$ cat config.mk
export PLATFORM = sky130hd
export DESIGN_NAME = modular_exponentiation_unit
export DESIGN_NICKNAME = d
export VERILOG_FILES = /design/src/hw/rtl/modexp_pkg.sv /design/src/hw/rtl/modexp_datapath.sv /design/src/hw/rtl/modexp_ctrl.sv /design/src/hw/rtl/modular_exponentiation_unit.sv
export SDC_FILE = /design/constraint.sdc
export NUM_CORES = 1
export LEC_CHECK = 0
export BUFFER_PORTS_ARGS = -buffer_cell sky130_fd_sc_hd__buf_2
export CORE_AREA = 2 2 257 259
export CTS_CLUSTER_SIZE = 28
export DETAILED_ROUTE_END_ITERATION = 10
export DIE_AREA = 0 0 259 261
export HOLD_SLACK_MARGIN = 0.05
export SETUP_SLACK_MARGIN = 0.05
export SLEW_MARGIN = 10
export SYNTH_ARGS = -nofsm -noshare
export SYNTH_HDL_FRONTEND = slang
export SYNTH_SLANG_ARGS = --single-unit
$ cat constraint.sdc
create_clock -name clock -period 14.55 [get_ports clock]
set_clock_uncertainty 0.15 [all_clocks]
set_input_delay 0.7275 -clock clock [delete_from_list [all_inputs] [get_ports clock]]
set_output_delay 0.7275 -clock clock [all_outputs]
set_load 0.01 [all_outputs]
$ cat src/hw/rtl/modexp_pkg.sv
`timescale 1ns / 1ps
// ----------------------------------------------------------------------------
// modexp_pkg
// Shared types and constants for the modular exponentiation unit.
// ----------------------------------------------------------------------------
package modexp_pkg;

   localparam int unsigned FIELD_W = 32;
   localparam logic [FIELD_W-1:0] MODULUS_RESET = 32'd3233;

   typedef enum logic [1:0] {
      OP_REDUCE,
      OP_MULT,
      OP_SQUARE
   } op_type;

   typedef struct packed {
      logic   load;
      logic   mul_load;
      op_type op;
      logic   mul_step;
      logic   wb_base;
      logic   wb_res;
      logic   exp_shift;
   } cmd_type;

   typedef struct packed {
      logic exp_zero;
      logic exp_lsb;
      logic mod_zero;
      logic my_zero;
   } status_type;

endpackage

$ cat src/hw/rtl/modexp_datapath.sv
`timescale 1ns / 1ps
// ----------------------------------------------------------------------------
// modexp_datapath
// Operand registers, modulus register and a bit-serial add-and-double
// modular multiplier, one multiplier bit per cycle.
// ----------------------------------------------------------------------------
module modexp_datapath #(
   parameter int unsigned WIDTH = 32
) (
   input  logic                             clock,
   input  logic                             reset,
   input  modexp_pkg::cmd_type              cmd,
   output modexp_pkg::status_type           status,
   input  logic [modexp_pkg::FIELD_W-1:0]   req_base,
   input  logic [modexp_pkg::FIELD_W-1:0]   req_exponent,
   input  logic                             csr_write,
   input  logic [modexp_pkg::FIELD_W-1:0]   csr_modulus,
   output logic [modexp_pkg::FIELD_W-1:0]   rsp_power
);

   logic [WIDTH-1:0] mod_ff;
   logic [WIDTH-1:0] base_ff, base_in;
   logic [WIDTH-1:0] exp_ff, exp_in;
   logic [WIDTH-1:0] res_ff, res_in;
   logic [WIDTH-1:0] mx_ff, mx_in;
   logic [WIDTH-1:0] my_ff, my_in;
   logic [WIDTH-1:0] mp_ff, mp_in;
   logic [WIDTH-1:0] one_mod;
   logic [WIDTH-1:0] load_base;
   logic [WIDTH-1:0] load_exp;

   // (x + y) mod m, x and y below m
   function automatic logic [WIDTH-1:0] add_mod(
      input logic [WIDTH-1:0] x,
      input logic [WIDTH-1:0] y,
      input logic [WIDTH-1:0] m
   );
      logic [WIDTH-1:0] gap;
      gap = m - y;
      if (x >= gap) begin
         return x - gap;
      end
      return x + y;
   endfunction

   assign one_mod   = (mod_ff > WIDTH'(1)) ? WIDTH'(1) : '0;
   assign load_base = WIDTH'(req_base);
   assign load_exp  = WIDTH'(req_exponent);

   always_ff @(posedge clock) begin
      if (reset) begin
         mod_ff <= WIDTH'(modexp_pkg::MODULUS_RESET);
      end else if (csr_write) begin
         mod_ff <= WIDTH'(csr_modulus);
      end
   end

   always_comb begin
      base_in = base_ff;
      exp_in  = exp_ff;
      res_in  = res_ff;
      mx_in   = mx_ff;
      my_in   = my_ff;
      mp_in   = mp_ff;
      if (cmd.load) begin
         base_in = load_base;
         exp_in  = load_exp;
         res_in  = (load_exp == '0) ? WIDTH'(1) : one_mod;
      end
      if (cmd.wb_base) begin
         base_in = mp_ff;
      end
      if (cmd.wb_res) begin
         res_in = mp_ff;
      end
      if (cmd.exp_shift) begin
         exp_in = exp_ff >> 1;
      end
      if (cmd.mul_load) begin
         mp_in = '0;
         my_in = base_ff;
         unique case (cmd.op)
            modexp_pkg::OP_REDUCE: mx_in = one_mod;
            modexp_pkg::OP_MULT:   mx_in = res_ff;
            modexp_pkg::OP_SQUARE: mx_in = base_ff;
            default:               mx_in = base_ff;
         endcase
      end else if (cmd.mul_step) begin
         mp_in = my_ff[0] ? add_mod(mp_ff, mx_ff, mod_ff) : mp_ff;
         mx_in = add_mod(mx_ff, mx_ff, mod_ff);
         my_in = my_ff >> 1;
      end
   end

   always_ff @(posedge clock) begin
      base_ff <= base_in;
      exp_ff  <= exp_in;
      res_ff  <= res_in;
      mx_ff   <= mx_in;
      my_ff   <= my_in;
      mp_ff   <= mp_in;
   end

   assign status.exp_zero = (exp_ff == '0);
   assign status.exp_lsb  = exp_ff[0];
   assign status.mod_zero = (mod_ff == '0);
   assign status.my_zero  = (my_ff == '0);

   assign rsp_power = modexp_pkg::FIELD_W'(res_ff);

   // operands of the multiplier stay reduced while it runs
   a_operands_reduced: assert property (@(posedge clock) disable iff (reset)
      cmd.mul_step |-> (mp_ff < mod_ff) && (mx_ff < mod_ff))
      else $error("multiplier operand not reduced");

endmodule

$ cat src/hw/rtl/modexp_ctrl.sv
`timescale 1ns / 1ps
// ----------------------------------------------------------------------------
// modexp_ctrl
// Sequencer: unless the exponent or modulus is zero, base reduction, then per
// exponent bit an optional multiply and a square, each run bit-serially on the datapath multiplier.
// ----------------------------------------------------------------------------
module modexp_ctrl (
   input  logic                    clock,
   input  logic                    reset,
   input  logic                    start,
   output logic                    busy,
   output logic                    rsp_valid,
   input  modexp_pkg::status_type  status,
   output modexp_pkg::cmd_type     cmd
);

   typedef enum logic [2:0] {
      S_IDLE,
      S_CHECK,
      S_RED,
      S_RED_RUN,
      S_BIT,
      S_MUL_RUN,
      S_SQR_RUN
   } state_type;

   state_type state_ff, state_in;
   logic      busy_ff, busy_in;
   logic      valid_ff, valid_in;
   logic      accept;

   assign accept = start && !busy_ff;

   always_comb begin
      state_in = state_ff;
      busy_in  = busy_ff;
      valid_in = 1'b0;
      cmd      = '0;
      cmd.op   = modexp_pkg::OP_REDUCE;
      unique case (state_ff)
         S_IDLE: begin
            if (accept) begin
               cmd.load = 1'b1;
               busy_in  = 1'b1;
               state_in = S_CHECK;
            end
         end
         S_CHECK: begin
            if (status.exp_zero || status.mod_zero) begin
               valid_in = 1'b1;
               busy_in  = 1'b0;
               state_in = S_IDLE;
            end else begin
               state_in = S_RED;
            end
         end
         S_RED: begin
            cmd.mul_load = 1'b1;
            cmd.op       = modexp_pkg::OP_REDUCE;
            state_in     = S_RED_RUN;
         end
         S_RED_RUN: begin
            if (status.my_zero) begin
               cmd.wb_base = 1'b1;
               state_in    = S_BIT;
            end else begin
               cmd.mul_step = 1'b1;
            end
         end
         S_BIT: begin
            if (status.exp_zero) begin
               valid_in = 1'b1;
               busy_in  = 1'b0;
               state_in = S_IDLE;
            end else if (status.exp_lsb) begin
               cmd.mul_load = 1'b1;
               cmd.op       = modexp_pkg::OP_MULT;
               state_in     = S_MUL_RUN;
            end else begin
               cmd.mul_load = 1'b1;
               cmd.op       = modexp_pkg::OP_SQUARE;
               state_in     = S_SQR_RUN;
            end
         end
         S_MUL_RUN: begin
            if (status.my_zero) begin
               cmd.wb_res   = 1'b1;
               cmd.mul_load = 1'b1;
               cmd.op       = modexp_pkg::OP_SQUARE;
               state_in     = S_SQR_RUN;
            end else begin
               cmd.mul_step = 1'b1;
            end
         end
         S_SQR_RUN: begin
            if (status.my_zero) begin
               cmd.wb_base   = 1'b1;
               cmd.exp_shift = 1'b1;
               state_in      = S_BIT;
            end else begin
               cmd.mul_step = 1'b1;
            end
         end
         default: begin
            busy_in  = 1'b0;
            state_in = S_IDLE;
         end
      endcase
   end

   always_ff @(posedge clock) begin
      if (reset) begin
         state_ff <= S_IDLE;
         busy_ff  <= 1'b0;
         valid_ff <= 1'b0;
      end else begin
         state_ff <= state_in;
         busy_ff  <= busy_in;
         valid_ff <= valid_in;
      end
   end

   assign busy      = busy_ff;
   assign rsp_valid = valid_ff;

   a_accept_busy: assert property (@(posedge clock) disable iff (reset)
      accept |=> busy_ff)
      else $error("busy not raised after accepted item");

   a_valid_idle: assert property (@(posedge clock) disable iff (reset)
      valid_ff |-> !busy_ff && (state_ff == S_IDLE))
      else $error("result strobe while busy");

   a_busy_state: assert property (@(posedge clock) disable iff (reset)
      busy_ff == (state_ff != S_IDLE))
      else $error("busy flag disagrees with state");

endmodule

$ cat src/hw/rtl/modular_exponentiation_unit.sv
`timescale 1ns / 1ps
// ----------------------------------------------------------------------------
// modular_exponentiation_unit
// Computes base^exponent mod modulus by right-to-left square-and-multiply.
// ----------------------------------------------------------------------------
// Usage:
//  - csr_valid/csr_ready write csr_modulus (reset value 3233); csr_ready is
//    high while the unit is idle and start is low, so a write never meets
//    an item at the same edge.
//  - An item (req_base, req_exponent) is taken when start is high and busy
//    is low. busy stays high until the result is presented.
//  - rsp_power is valid for exactly one cycle while rsp_valid is high; the
//    receiver cannot stall and must take it in that cycle.
//  - Sequence from the accepting edge to the edge that takes the result:
//    a zero exponent or zero modulus ends in the check state. Otherwise the
//    base reduction, then per exponent bit up to the top set bit a multiply
//    on set bits and a square. Each modular multiply runs on one shared
//    bit-serial add-and-double unit, one multiplier bit per cycle. One item
//    at a time; busy falls as the strobe rises, so the next item may be
//    taken in the strobe cycle.
//  - Synchronous reset returns to idle and restores the modulus.
// ----------------------------------------------------------------------------
module modular_exponentiation_unit #(
   parameter int unsigned WIDTH = 32
) (
   input  logic                            clock,
   input  logic                            reset,
   input  logic                            start,
   output logic                            busy,
   input  logic [modexp_pkg::FIELD_W-1:0]  req_base,
   input  logic [modexp_pkg::FIELD_W-1:0]  req_exponent,
   output logic                            rsp_valid,
   output logic [modexp_pkg::FIELD_W-1:0]  rsp_power,
   input  logic                            csr_valid,
   output logic                            csr_ready,
   input  logic [modexp_pkg::FIELD_W-1:0]  csr_modulus
);

   modexp_pkg::cmd_type    cmd;
   modexp_pkg::status_type status;
   logic                   csr_write;

   assign csr_ready = !busy && !start;
   assign csr_write = csr_valid && csr_ready;

   modexp_ctrl u_ctrl (
      .clock     (clock),
      .reset     (reset),
      .start     (start),
      .busy      (busy),
      .rsp_valid (rsp_valid),
      .status    (status),
      .cmd       (cmd)
   );

   modexp_datapath #(
      .WIDTH (WIDTH)
   ) u_datapath (
      .clock        (clock),
      .reset        (reset),
      .cmd          (cmd),
      .status       (status),
      .req_base     (req_base),
      .req_exponent (req_exponent),
      .csr_write    (csr_write),
      .csr_modulus  (csr_modulus),
      .rsp_power    (rsp_power)
   );

endmodule

---- Word level (Yosys, flattened, before mapping) ----
Index checks and enable logic that the tools add are counted.
W data, S select, Z words.
word-level totals
  bits in registers ....................... 229
  input bits .............................. 100
operators by class
  add/subtract/negate cells ............... 5
  order comparisons ....................... 3
  equality and inequality tests ........... 12
  mux-type cells .......................... 47
  bitwise operators ....................... 1
  reductions and logical operators ........ 22
operator list
  operator               number
  $mux W32               13
  $logic_not A32 Y1      4
  $sub A32 B32 Y32       3
  $add A32 B32 Y32       2
  $ge A32 B32 Y1         2
  $pmux W32 S2           1
  $mux W31               2
  $gt A32 B1 Y1 const B  1
  $mux W1                20
  $pmux W3 S6            1
  $mux W3                5
  $eq A3 B3 Y1 const B   3
  $pmux W3 S3            1
  $ne A2 B1 Y1 const B   4
  $reduce_bool A2 Y1     4
  $eq A3 B2 Y1 const B   2
  $mux W2                2
  $pmux W1 S4            1
  $reduce_and A4 Y1      1
  $reduce_or A4 Y1       1
  $eq A3 B1 Y1 const B   1
  $logic_and A1 B1 Y1    3
  $logic_not A3 Y1       1
  $reduce_and A3 Y1      1
  other kinds (10)       11

---- Depth between registers and ports, before layout ----
Gate-level depths: netlist of the first run.
  depth in word-level cells ............... 8
  depth in mapped cells ................... 28

---- By module ----
From an unflattened synthesis of the first run, not the netlist that was laid out.
second synthesis, totals
  cell total of the unflattened synthesis .. 1684
  area total of the unflattened synthesis .. 16515.8 µm²
by module, submodules not included
  module                       times used  cells an instance  area each (µm²)  seq. area each (µm²)
  modexp_datapath              1           1623               15992.8          6075.8
  modexp_ctrl                  1           59                 506.7            100.1
  modular_exponentiation_unit  1           2                  16.3             0.0

---- Least setup slack after synthesis of the first run ----
Ideal clock, no wire load.
  kind .................................... register to register
  start ................................... reg u_ctrl.state_ff[1]
  end ..................................... reg u_datapath.mx_ff[0] (enable)
  setup time .............................. 0.574 ns
  data arrival time ....................... 5.384 ns
  data required time ...................... 13.826 ns
  slack ................................... 8.442 ns
  stages on the path, launching flop included .. 6
  clock period less this slack ............ 6.108 ns
  cell sequence ........................... dfxtp_1 -> clkbuf_1 -> nand2_1 -> nor2_1 -> a21oi_1 -> o21ai_0
on the way
  longest elaborated chain between the ends .. 4
  elaborated cells on any way between the ends .. 9
  those cells by class .................... eq/ne (5); mux (2); reduce/logical (2)
ends and longest elaborated chain
  what                                                 line                   text
  from (decl)                                          modexp_ctrl.sv:27      state_type state_ff, state_in;
  from (signal assigned)                               modexp_ctrl.sv:117     state_ff <= state_in;
  $eq A3 B2 Y1 / $eq A3 B3 Y1 (equally long branches)  modexp_ctrl.sv:40      unique case (state_ff)
  $reduce_or A3 Y1 (no line)                           n/a
  $mux W1                                              n/a
  $reduce_bool A2 Y1 (no line) (*)                     n/a
  to (signal assigned)                                 modexp_datapath.sv:99  mx_ff <= mx_in;
  to (decl)                                            modexp_datapath.sv:25  logic [WIDTH-1:0] mx_ff, mx_in;
Mark *: on every way between the ends. The rest lies on a longest branch, timed or not.
A chain may end at the register's enable or synchronous reset.

---- Worst setup path in the final report of the first run ----
  start ................................... reg u_datapath.mx_ff[1]
  end ..................................... reg u_datapath.mx_ff[19], data pin
on the way
  longest elaborated chain between the ends .. 8
  elaborated cells on any way between the ends .. 11
  those cells by class .................... add/sub (3); order compare (1); mux (7)
ends and longest elaborated chain
  what                      line                   text
  $sub A32 B32 Y32          modexp_datapath.sv:39  gap = m - y;
  $ge A32 B32 Y1            modexp_datapath.sv:40  if (x >= gap) begin
  $mux W1                   modexp_datapath.sv:40
  $mux W1                   modexp_datapath.sv:88  end else if (cmd.mul_step) begin
  $mux W1                   modexp_datapath.sv:79  if (cmd.mul_load) begin
  $mux W32 (*)              modexp_datapath.sv:43  return x + y;
  $mux W32 (*)              modexp_datapath.sv:88
  $mux W32 (*)              modexp_datapath.sv:79
  via u_datapath.mx_in[19]  modexp_datapath.sv:25
The timed path passes the listed nets; every way through them passes the cells marked *. The select of a mux whose other input is x is not followed.

==> impl_metrics.prom, run 1 <==
# TYPE chip_impl_metric gauge
chip_impl_metric{name="detail-route-antenna-nets",unit=""} 0
chip_impl_metric{name="synth-async-reset-ratio",unit="%"} 0
chip_impl_metric{name="core",unit="µm²"} 65000
chip_impl_metric{name="post_cts.repair.setup_buffers",unit=""} 0
chip_impl_info{name="critical_path_capture_point_type",value="register"} 1
chip_impl_metric{name="numCtsBuffers",unit=""} 30
chip_impl_metric{name="routabilityCongestion",unit=""} 0.896
chip_impl_metric{name="synth.net_count",unit=""} 2165
chip_impl_metric{name="fp.dieArea",unit="µm²"} 67600
chip_impl_metric{name="seq_area_frac_synth",unit="%"} 36.9
chip_impl_metric{name="chipWidth",unit="µm"} 259
chip_impl_metric{name="grt_start_max_net_pins",unit=""} 77
chip_impl_metric{name="post-route-cell-area",unit="µm²"} 19400
chip_impl_metric{name="timing.max_cap.violations",unit=""} 0
chip_impl_metric{name="top_achievable_clock_speed",unit="MHz"} 149
chip_impl_metric{name="insertedDiodeCount",unit=""} 0
chip_impl_info{name="run_status",value="finished, final reports clean"} 1
chip_impl_metric{name="maxSlewHeadroom",unit="%"} 27.6
chip_impl_metric{name="place.detailed.hpwl",unit="mm"} 42.3
chip_impl_metric{name="final_min_period_over_clock_period",unit="%"} 46.3
chip_impl_info{name="critical_path_class",value="reg -> reg"} 1
chip_impl_metric{name="crit_arrival",unit="ns"} 6.93
chip_impl_metric{name="antenna_found_initial",unit=""} 7
chip_impl_info{name="post_synth_most_frequent_cells",value="sky130_fd_sc_hd__nand2_1 (347), sky130_fd_sc_hd__a21oi_1 (176), sky130_fd_sc_hd__edfxtp_1 (159), sky130_fd_sc_hd__nor2_1 (144), sky130_fd_sc_hd__ha_1 (117)"} 1
chip_impl_metric{name="hold_viol",unit=""} 0
chip_impl_info{name="setup_repair_after_global_routing_missed_its_margin",value="false"} 1
chip_impl_metric{name="detail_route.first_pass.iterations",unit=""} 5
chip_impl_metric{name="worst-path-max-fanout",unit=""} 54
chip_impl_metric{name="total_leakage_power",unit="nW"} 8.05
chip_impl_metric{name="syn_avg_cell_area",unit="µm²"} 8.61
chip_impl_info{name="clock-root-buffer",value="sky130_fd_sc_hd__clkbuf_16"} 1
chip_impl_metric{name="cts_resized",unit=""} 0
chip_impl_metric{name="transition_time_of_the_tightest_slew_check_pin",unit="ns"} 1.09
chip_impl_metric{name="number_of_buffers_on_the_longest_clock_path",unit=""} 3
chip_impl_metric{name="floorplan_row_count",unit=""} 94
chip_impl_info{name="yosys.cell_count.top_type",value="sky130_fd_sc_hd__nand2_1"} 1
chip_impl_info{name="yosys.area.top_type",value="sky130_fd_sc_hd__edfxtp_1"} 1
chip_impl_metric{name="route.detailed.drc",unit=""} 0
chip_impl_metric{name="setup.reg_to_reg.worst_slack",unit="ns"} 7.82
chip_impl_info{name="min_path_type",value="in -> reg"} 1
chip_impl_metric{name="yosys_register_bits",unit=""} 229
chip_impl_metric{name="via_per_inst",unit=""} 4.99
chip_impl_metric{name="layout-drive-gt1-share",unit="%"} 12.5
chip_impl_metric{name="routed-via-count",unit=""} 14600
chip_impl_metric{name="mappedNetlistArea",unit="µm²"} 16700
chip_impl_metric{name="detailedRoute.firstIterationViolations",unit=""} 1099
chip_impl_metric{name="grt_util_all_layers",unit="%"} 16.0
chip_impl_metric{name="dpl.cell_count",unit=""} 2879
chip_impl_metric{name="synthesis.yosys.warnings",unit=""} 0
chip_impl_metric{name="numPortBuffers",unit=""} 134
chip_impl_metric{name="finalCriticalPeriod",unit="ns"} 6.73
chip_impl_metric{name="final_nets",unit=""} 2268
chip_impl_info{name="synth-main-ff-cell",value="sky130_fd_sc_hd__edfxtp_1"} 1
chip_impl_metric{name="dpl-instance-area",unit="µm²"} 18300
chip_impl_metric{name="timing.setup.tns",unit="ns"} 0
chip_impl_info{name="tritoncts",value="yes"} 1
chip_impl_metric{name="power_density",unit="nW/µm²"} 162
chip_impl_metric{name="wl_per_cell",unit="µm"} 18.9
chip_impl_metric{name="slew_violations",unit=""} 0
chip_impl_metric{name="synth_cell_types",unit=""} 85
chip_impl_info{name="critPathLaunchType",value="register"} 1
chip_impl_metric{name="worstPathRequired",unit="ns"} 14.75
chip_impl_metric{name="synthToLayoutAreaGrowth",unit="%"} 15.9
chip_impl_metric{name="die_y",unit="µm"} 261
chip_impl_metric{name="synth_enable_flop_cells",unit=""} 159
chip_impl_metric{name="grt_pass1_vias",unit=""} 13700
chip_impl_metric{name="drt_wl_total",unit="mm"} 55.5
chip_impl_metric{name="cts_max_level",unit=""} 1
chip_impl_metric{name="syn_inst",unit=""} 1944
chip_impl_metric{name="later_pin_clock_latency_in_the_skew_report",unit="ns"} 0.60
chip_impl_metric{name="globalRouteOverflowTotal",unit=""} 0
chip_impl_metric{name="setup_viol_count_final",unit=""} 0
chip_impl_metric{name="finish.cell_count_without_fillers",unit=""} 2935
chip_impl_metric{name="clock_sinks",unit=""} 229
chip_impl_metric{name="initial_cell_density_of_the_core",unit="%"} 25.7
chip_impl_metric{name="synthDominantCellAreaShare",unit="%"} 28.5
chip_impl_metric{name="ctsHoldBuffers",unit=""} 0
chip_impl_info{name="ys_top_cells_by_area",value="sky130_fd_sc_hd__edfxtp_1 (29%), sky130_fd_sc_hd__ha_1 (8.7%), sky130_fd_sc_hd__dfxtp_1 (8.4%)"} 1
chip_impl_metric{name="global_route_wire_length_before_repair",unit="mm"} 83.1
chip_impl_metric{name="cts.reportedPaths.clkPinSlew",unit="ns"} 0.06
chip_impl_metric{name="top_level_ports",unit=""} 135
chip_impl_metric{name="vdd.ir_drop.worst",unit="mV"} 0.112
-- where the power goes --
| group | switching (W) | leakage (nW) | internal [W] |
|---|---|---|---|
| Combinational | 0.000854 | 5.46 | 0.000593 |
| Sequential | 0.0000828 | 2.07 | 0.000801 |
| Clock | 0.000316 | 0.518 | 0.000503 |
-- path summary, 6_finish.rpt --
check                                                 startpoint                           endpoint  cells past startpoint
worst max-delay path               u_datapath.mx_ff[1]$_DFFE_PP_     u_datapath.mx_ff[19]$_DFFE_PP_                     25
worst min-delay path                              csr_modulus[0]  u_datapath.mod_ff[0]$_SDFFE_PP1P_                      2
worst max register to register     u_datapath.mx_ff[1]$_DFFE_PP_     u_datapath.mx_ff[19]$_DFFE_PP_                     25
worst min register to register  u_datapath.mp_ff[0]$_SDFFE_PP0P_   u_datapath.mp_ff[0]$_SDFFE_PP0P_                      2
-- flip-flops by register name (all words and copies together) (netlist names) --
register / count
u_datapath.mod_ff: 32
u_ctrl.busy: 1
u_ctrl.rsp_valid: 1
u_datapath.rsp_power: 32
u_datapath.mp_ff: 32
u_datapath.my_ff: 32
u_datapath.mx_ff: 32
u_datapath.base_ff: 32
u_datapath.exp_ff: 32
u_ctrl.state_ff: 3
-- cell families after synthesis --
kind of cell,after synthesis,share of synthesized area [%]
flops,229,36.9
xor+xnor,103,5.68
fa+ha+maj,125,9.47
mux,39,2.54
compound gates,545,21.4
buf+inv,160,3.95
simple gates,743,20.1
-- stage by stage --
step | utilization [%] | setup WS, ns | power, W | hold slack [ns]
after global routing | 29.8 | 7.23 | 0.00336 | 0.201
after global placement | 28.2 | 7.82 | 0.00231 | 0.320
final | 29.8 | 7.82 | 0.00315 | 0.199
after detailed placement | 28.2 | 7.74 | 0.00232 | 0.321
after floorplan | - | 8.44 | 0.00199 | 0.299
after CTS | 29.8 | 7.74 | 0.00315 | 0.175
-- layout by cell type (no fill, tap or decap), types with 62 or more instances in the layout --
| cell | n |
|---|---|
| sky130_fd_sc_hd__a21oi_1 | 175 |
| sky130_fd_sc_hd__buf_2 | 134 |
| sky130_fd_sc_hd__dfxtp_1 | 70 |
| sky130_fd_sc_hd__edfxtp_1 | 159 |
| sky130_fd_sc_hd__ha_1 | 117 |
| sky130_fd_sc_hd__inv_1 | 79 |
| sky130_fd_sc_hd__nand2_1 | 347 |
| sky130_fd_sc_hd__nor2_1 | 144 |
| sky130_fd_sc_hd__o21ai_0 | 84 |
| sky130_fd_sc_hd__xnor2_1 | 62 |
-- layer usage --
metal / GRT usage (%) / vias up / routed length [µm]
met5: 0 / - / 74
met4: 3.23 / 10 / 1060
met3: 3.26 / 61 / 3600
met2: 25.0 / 394 / 24200
met1: 22.7 / 6859 / 26500
li1: - / 7313 / -
-- worst max-delay path: stages, from the launching register on --
cell                        delay (ns)
sky130_fd_sc_hd__edfxtp_1         0.47
sky130_fd_sc_hd__inv_1            0.18
sky130_fd_sc_hd__ha_1             0.24
sky130_fd_sc_hd__nor2b_1          0.13
sky130_fd_sc_hd__o31a_1           0.29
sky130_fd_sc_hd__a2111oi_2        0.58
sky130_fd_sc_hd__nor3_1           0.17
sky130_fd_sc_hd__o21ai_1          0.18
sky130_fd_sc_hd__a21oi_1          0.16
sky130_fd_sc_hd__a21o_1           0.22
sky130_fd_sc_hd__a21oi_1          0.21
sky130_fd_sc_hd__o21ai_0          0.18
sky130_fd_sc_hd__a21o_1           0.20
sky130_fd_sc_hd__a21o_1           0.19
sky130_fd_sc_hd__a21o_1           0.17
sky130_fd_sc_hd__a21oi_1          0.17
sky130_fd_sc_hd__xnor2_1          0.12
sky130_fd_sc_hd__ha_1             0.34
sky130_fd_sc_hd__nand4_1          0.18
sky130_fd_sc_hd__nor3_1           0.25
sky130_fd_sc_hd__nand4_1          0.18
sky130_fd_sc_hd__o221ai_4         0.33
sky130_fd_sc_hd__buf_4            0.52
sky130_fd_sc_hd__mux2i_1          0.24
sky130_fd_sc_hd__a21oi_1          0.09
sky130_fd_sc_hd__a221o_1          0.30
-- layout make-up --
| cell class | count | area, µm² |
|---|---|---|
| Fill cell | 6859 | 45600 |
| Multi-Input combinational cell | 1555 | 9950 |
| Sequential cell | 229 | 6180 |
| Tap cell | 864 | 1080 |
| Timing Repair Buffer | 152 | 806 |
| Clock buffer | 35 | 769 |
| Clock inverter | 21 | 309 |
| Inverter | 79 | 297 |
(Power assumes the default switching activity.)
==> run 2: changes to the inputs <==
- clock period: 14.55 -> 6 ns (I/O delays scaled with it)
==> run 2 against run 1 <==
Register-to-register slack got worse by 7.6 ns. Die area did not move. Power rose to 2.6 times the previous value. Routed wire length rose by 3.7%. Clock power rose by 120%. Critical path type unchanged. Worst setup slack got worse by 7.6 ns. Cell count rose by 6.3%. Largest power group unchanged. Combinational power rose to 2.9 times the previous value. Global-route usage rose by 0.39 points. Sequential share of layout area fell by 2.8 points.
==> impl_metrics.prom, run 2 (same netlist as run 1, synthesis figures left out) <==
# TYPE chip_impl_metric gauge
chip_impl_metric{name="total_leakage_power",unit="nW"} 8.91
chip_impl_metric{name="grt_pass1_vias",unit=""} 14500
chip_impl_metric{name="detailedRoute.firstIterationViolations",unit=""} 1182
chip_impl_metric{name="routabilityCongestion",unit=""} 0.912
chip_impl_metric{name="global_route.usage.met3",unit="%"} 3.47
chip_impl_metric{name="cts.reportedPaths.clkPinSlew",unit="ns"} 0.07
chip_impl_metric{name="timing.max_cap.violations",unit=""} 0
chip_impl_metric{name="combPwrFrac",unit="%"} 51.4
chip_impl_metric{name="final_core_density",unit="%"} 32.7
chip_impl_metric{name="p_switching",unit="W"} 0.00328
chip_impl_metric{name="core",unit="µm²"} 65000
chip_impl_metric{name="finalCriticalPeriod",unit="ns"} 5.79
chip_impl_metric{name="numCtsBuffers",unit=""} 29
chip_impl_metric{name="insertedDiodeCount",unit=""} 0
chip_impl_metric{name="internal_power",unit="W"} 0.00487
chip_impl_metric{name="fillerInstances",unit=""} 6779
chip_impl_metric{name="use_met2",unit="%"} 26.0
chip_impl_metric{name="later_pin_clock_latency_in_the_skew_report",unit="ns"} 0.60
chip_impl_metric{name="hold_viol",unit=""} 0
chip_impl_info{name="cpMaxStageDelayCell",value="sky130_fd_sc_hd__edfxtp_1"} 1
chip_impl_metric{name="seqCellArea",unit="µm²"} 6180
chip_impl_metric{name="power.share.sequential",unit="%"} 26.2
chip_impl_metric{name="top_level_ports",unit=""} 135
chip_impl_metric{name="drt_wl_total",unit="mm"} 57.5
chip_impl_metric{name="globalRouteOverflowTotal",unit=""} 0
chip_impl_info{name="cpLargestDelayFamily",value="compound AO/OA/AOI/OAI gates"} 1
chip_impl_metric{name="top_achievable_clock_speed",unit="MHz"} 173
chip_impl_metric{name="initial_cell_density_of_the_core",unit="%"} 25.7
chip_impl_metric{name="grt_util_all_layers",unit="%"} 16.4
chip_impl_metric{name="worstPathRequired",unit="ns"} 6.20
chip_impl_metric{name="place.detailed.hpwl",unit="mm"} 43.4
chip_impl_info{name="grt_most_used_layer",value="met2"} 1
chip_impl_info{name="commonest_cells_after_routing_fill_and_taps_aside",value="sky130_fd_sc_hd__nand2_1 (346), sky130_fd_sc_hd__a21oi_1 (167), sky130_fd_sc_hd__edfxtp_1 (159), sky130_fd_sc_hd__nor2_1 (139), sky130_fd_sc_hd__buf_2 (134)"} 1
chip_impl_metric{name="worst-path-max-fanout",unit=""} 12
chip_impl_metric{name="cts_max_level",unit=""} 1
chip_impl_metric{name="route.detailed.drc",unit=""} 0
chip_impl_metric{name="synthToLayoutAreaGrowth",unit="%"} 27.0
chip_impl_metric{name="floorplan_row_count",unit=""} 94
chip_impl_metric{name="slew_violations",unit=""} 0
chip_impl_metric{name="transition_time_of_the_tightest_slew_check_pin",unit="ns"} 1.08
chip_impl_metric{name="wl_per_cell",unit="µm"} 18.4
chip_impl_metric{name="setup_viol_count_final",unit=""} 0
chip_impl_metric{name="power.share.switching",unit="%"} 40.3
chip_impl_metric{name="via_per_inst",unit=""} 4.98
chip_impl_metric{name="detail-route-antenna-nets",unit=""} 0
chip_impl_metric{name="global_route_wire_length_before_repair",unit="mm"} 85.6
chip_impl_metric{name="chipWidth",unit="µm"} 259
chip_impl_info{name="tritoncts",value="yes"} 1
chip_impl_metric{name="gr-usage-met1",unit="%"} 23.1
chip_impl_info{name="critical_path_capture_point_type",value="register"} 1
chip_impl_metric{name="clock_sinks",unit=""} 229
chip_impl_metric{name="crit_arrival",unit="ns"} 5.99
chip_impl_metric{name="critical_path_buf_inv_count",unit=""} 3
chip_impl_metric{name="detail_route.first_pass.iterations",unit=""} 6
chip_impl_info{name="clock-root-buffer",value="sky130_fd_sc_hd__clkbuf_16"} 1
chip_impl_metric{name="maxSlewHeadroom",unit="%"} 27.9
chip_impl_metric{name="vdd.ir_drop.worst",unit="mV"} 0.255
chip_impl_metric{name="antenna_found_initial",unit=""} 4
chip_impl_metric{name="multiInputGateArea",unit="µm²"} 10200
chip_impl_info{name="min_path_type",value="in -> reg"} 1
chip_impl_metric{name="p_clk_share",unit="%"} 22.4
chip_impl_metric{name="cp_slowest_stage_delay",unit="ns"} 0.39
chip_impl_metric{name="grt_start_max_net_pins",unit=""} 54
chip_impl_metric{name="fp.dieArea",unit="µm²"} 67600
chip_impl_metric{name="routed-via-count",unit=""} 15500
chip_impl_info{name="critical_path_class",value="reg -> reg"} 1
chip_impl_metric{name="layout-drive-gt1-share",unit="%"} 17.1
chip_impl_info{name="setup_repair_after_global_routing_missed_its_margin",value="true"} 1
chip_impl_metric{name="power_density",unit="nW/µm²"} 383
chip_impl_metric{name="final_min_period_over_clock_period",unit="%"} 96.5
chip_impl_metric{name="number_of_buffers_on_the_longest_clock_path",unit=""} 3
chip_impl_metric{name="final_nets",unit=""} 2454
chip_impl_metric{name="numPortBuffers",unit=""} 134
chip_impl_info{name="mostFrequentLayoutCell",value="sky130_fd_sc_hd__nand2_1"} 1
chip_impl_metric{name="timing.setup.tns",unit="ns"} 0
chip_impl_metric{name="die_y",unit="µm"} 261
chip_impl_info{name="run_status",value="finished, final reports clean"} 1
chip_impl_info{name="critPathLaunchType",value="register"} 1
run 2: cell count changes in the layout (fill, tap and decap cells not counted), moves of 4 or more:
cell and delta:
sky130_fd_sc_hd__a21oi_1 -8, sky130_fd_sc_hd__inv_2 +4, sky130_fd_sc_hd__o21ai_0 -5, sky130_fd_sc_hd__inv_1 -4, sky130_fd_sc_hd__nor2_2 +4, sky130_fd_sc_hd__buf_12 +5
sky130_fd_sc_hd__nor2_1 -5, sky130_fd_sc_hd__a21oi_2 +8, sky130_fd_sc_hd__o21ai_1 +4, sky130_fd_sc_hd__ha_1 -5, sky130_fd_sc_hd__dlygate4sd3_1 +97, sky130_fd_sc_hd__buf_4 +79
sky130_fd_sc_hd__bufinv_16 -4
run 2: final timing paths:
path	slack, ns	startpoint	end	cells past startpoint
worst min-delay path	0.11	reset	u_ctrl.state_ff[0]$_SDFFE_PP0P_	2
worst max-delay path	0.21	u_datapath.mx_ff[1]$_DFFE_PP_	u_datapath.mx_ff[27]$_DFFE_PP_	26
worst min register to register	0.34	u_datapath.mod_ff[29]$_SDFFE_PP0P_	u_datapath.mod_ff[29]$_SDFFE_PP0P_	2
worst max register to register	0.21	u_datapath.mx_ff[1]$_DFFE_PP_	u_datapath.mx_ff[27]$_DFFE_PP_	26
run 2: cell type report:
cell class | count | area share (%)
clock buffers | 37 | 3.70
clock inverters | 17 | 0.877
multi-input cells | 1555 | 47.8
repair buffers | 339 | 12.1
flip-flops and latches | 229 | 29.1
well taps | 864 | 5.08
inverters | 79 | 1.39
run 2: timing repair:
item / in CTS / in global routing
gates cloned: 1 / 2
gates resized for setup: 1 / 60
hold buffers: 97 / 0
pin swaps: 2 / 35
setup endpoints to repair: 5 / 63
buffers inserted: 6 / 20
hold endpoints to repair: 97 / 0
run 2: power by group through the flow:
stage	Combinational [W]	Clock, W	Sequential [W]
after detailed placement	0.00372	0	0.00216
after global routing	0.00460	0.00192	0.00215
after CTS	0.00388	0.00187	0.00213
final	0.00419	0.00183	0.00213
after floorplan	0.00275	0	0.00208
after global placement	0.00372	0	0.00216
run 2: stage by stage:
stage | hold WS (ns) | setup WS (ns) | std cells | cell area, µm² | power (W)
floorplan | 0.268 | 0.354 | 1944 | 16700 | 0.00483
global placement | 0.311 | 0.136 | 2940 | 18800 | 0.00587
detailed placement | 0.331 | 0.0207 | 2940 | 18800 | 0.00588
CTS | 0.0813 | 0.0378 | 3098 | 20800 | 0.00787
global route | 0.121 | -0.0562 | 3120 | 21300 | 0.00866
finish | 0.106 | 0.208 | 3120 | 21300 | 0.00815
run 2: metal layers:
layer | share of wire [%] | wire, µm
met1 | 46 | 26600
met3 | 8.2 | 4710
met2 | 44 | 25100
met5 | 0.089 | 51
met4 | 1.8 | 1020
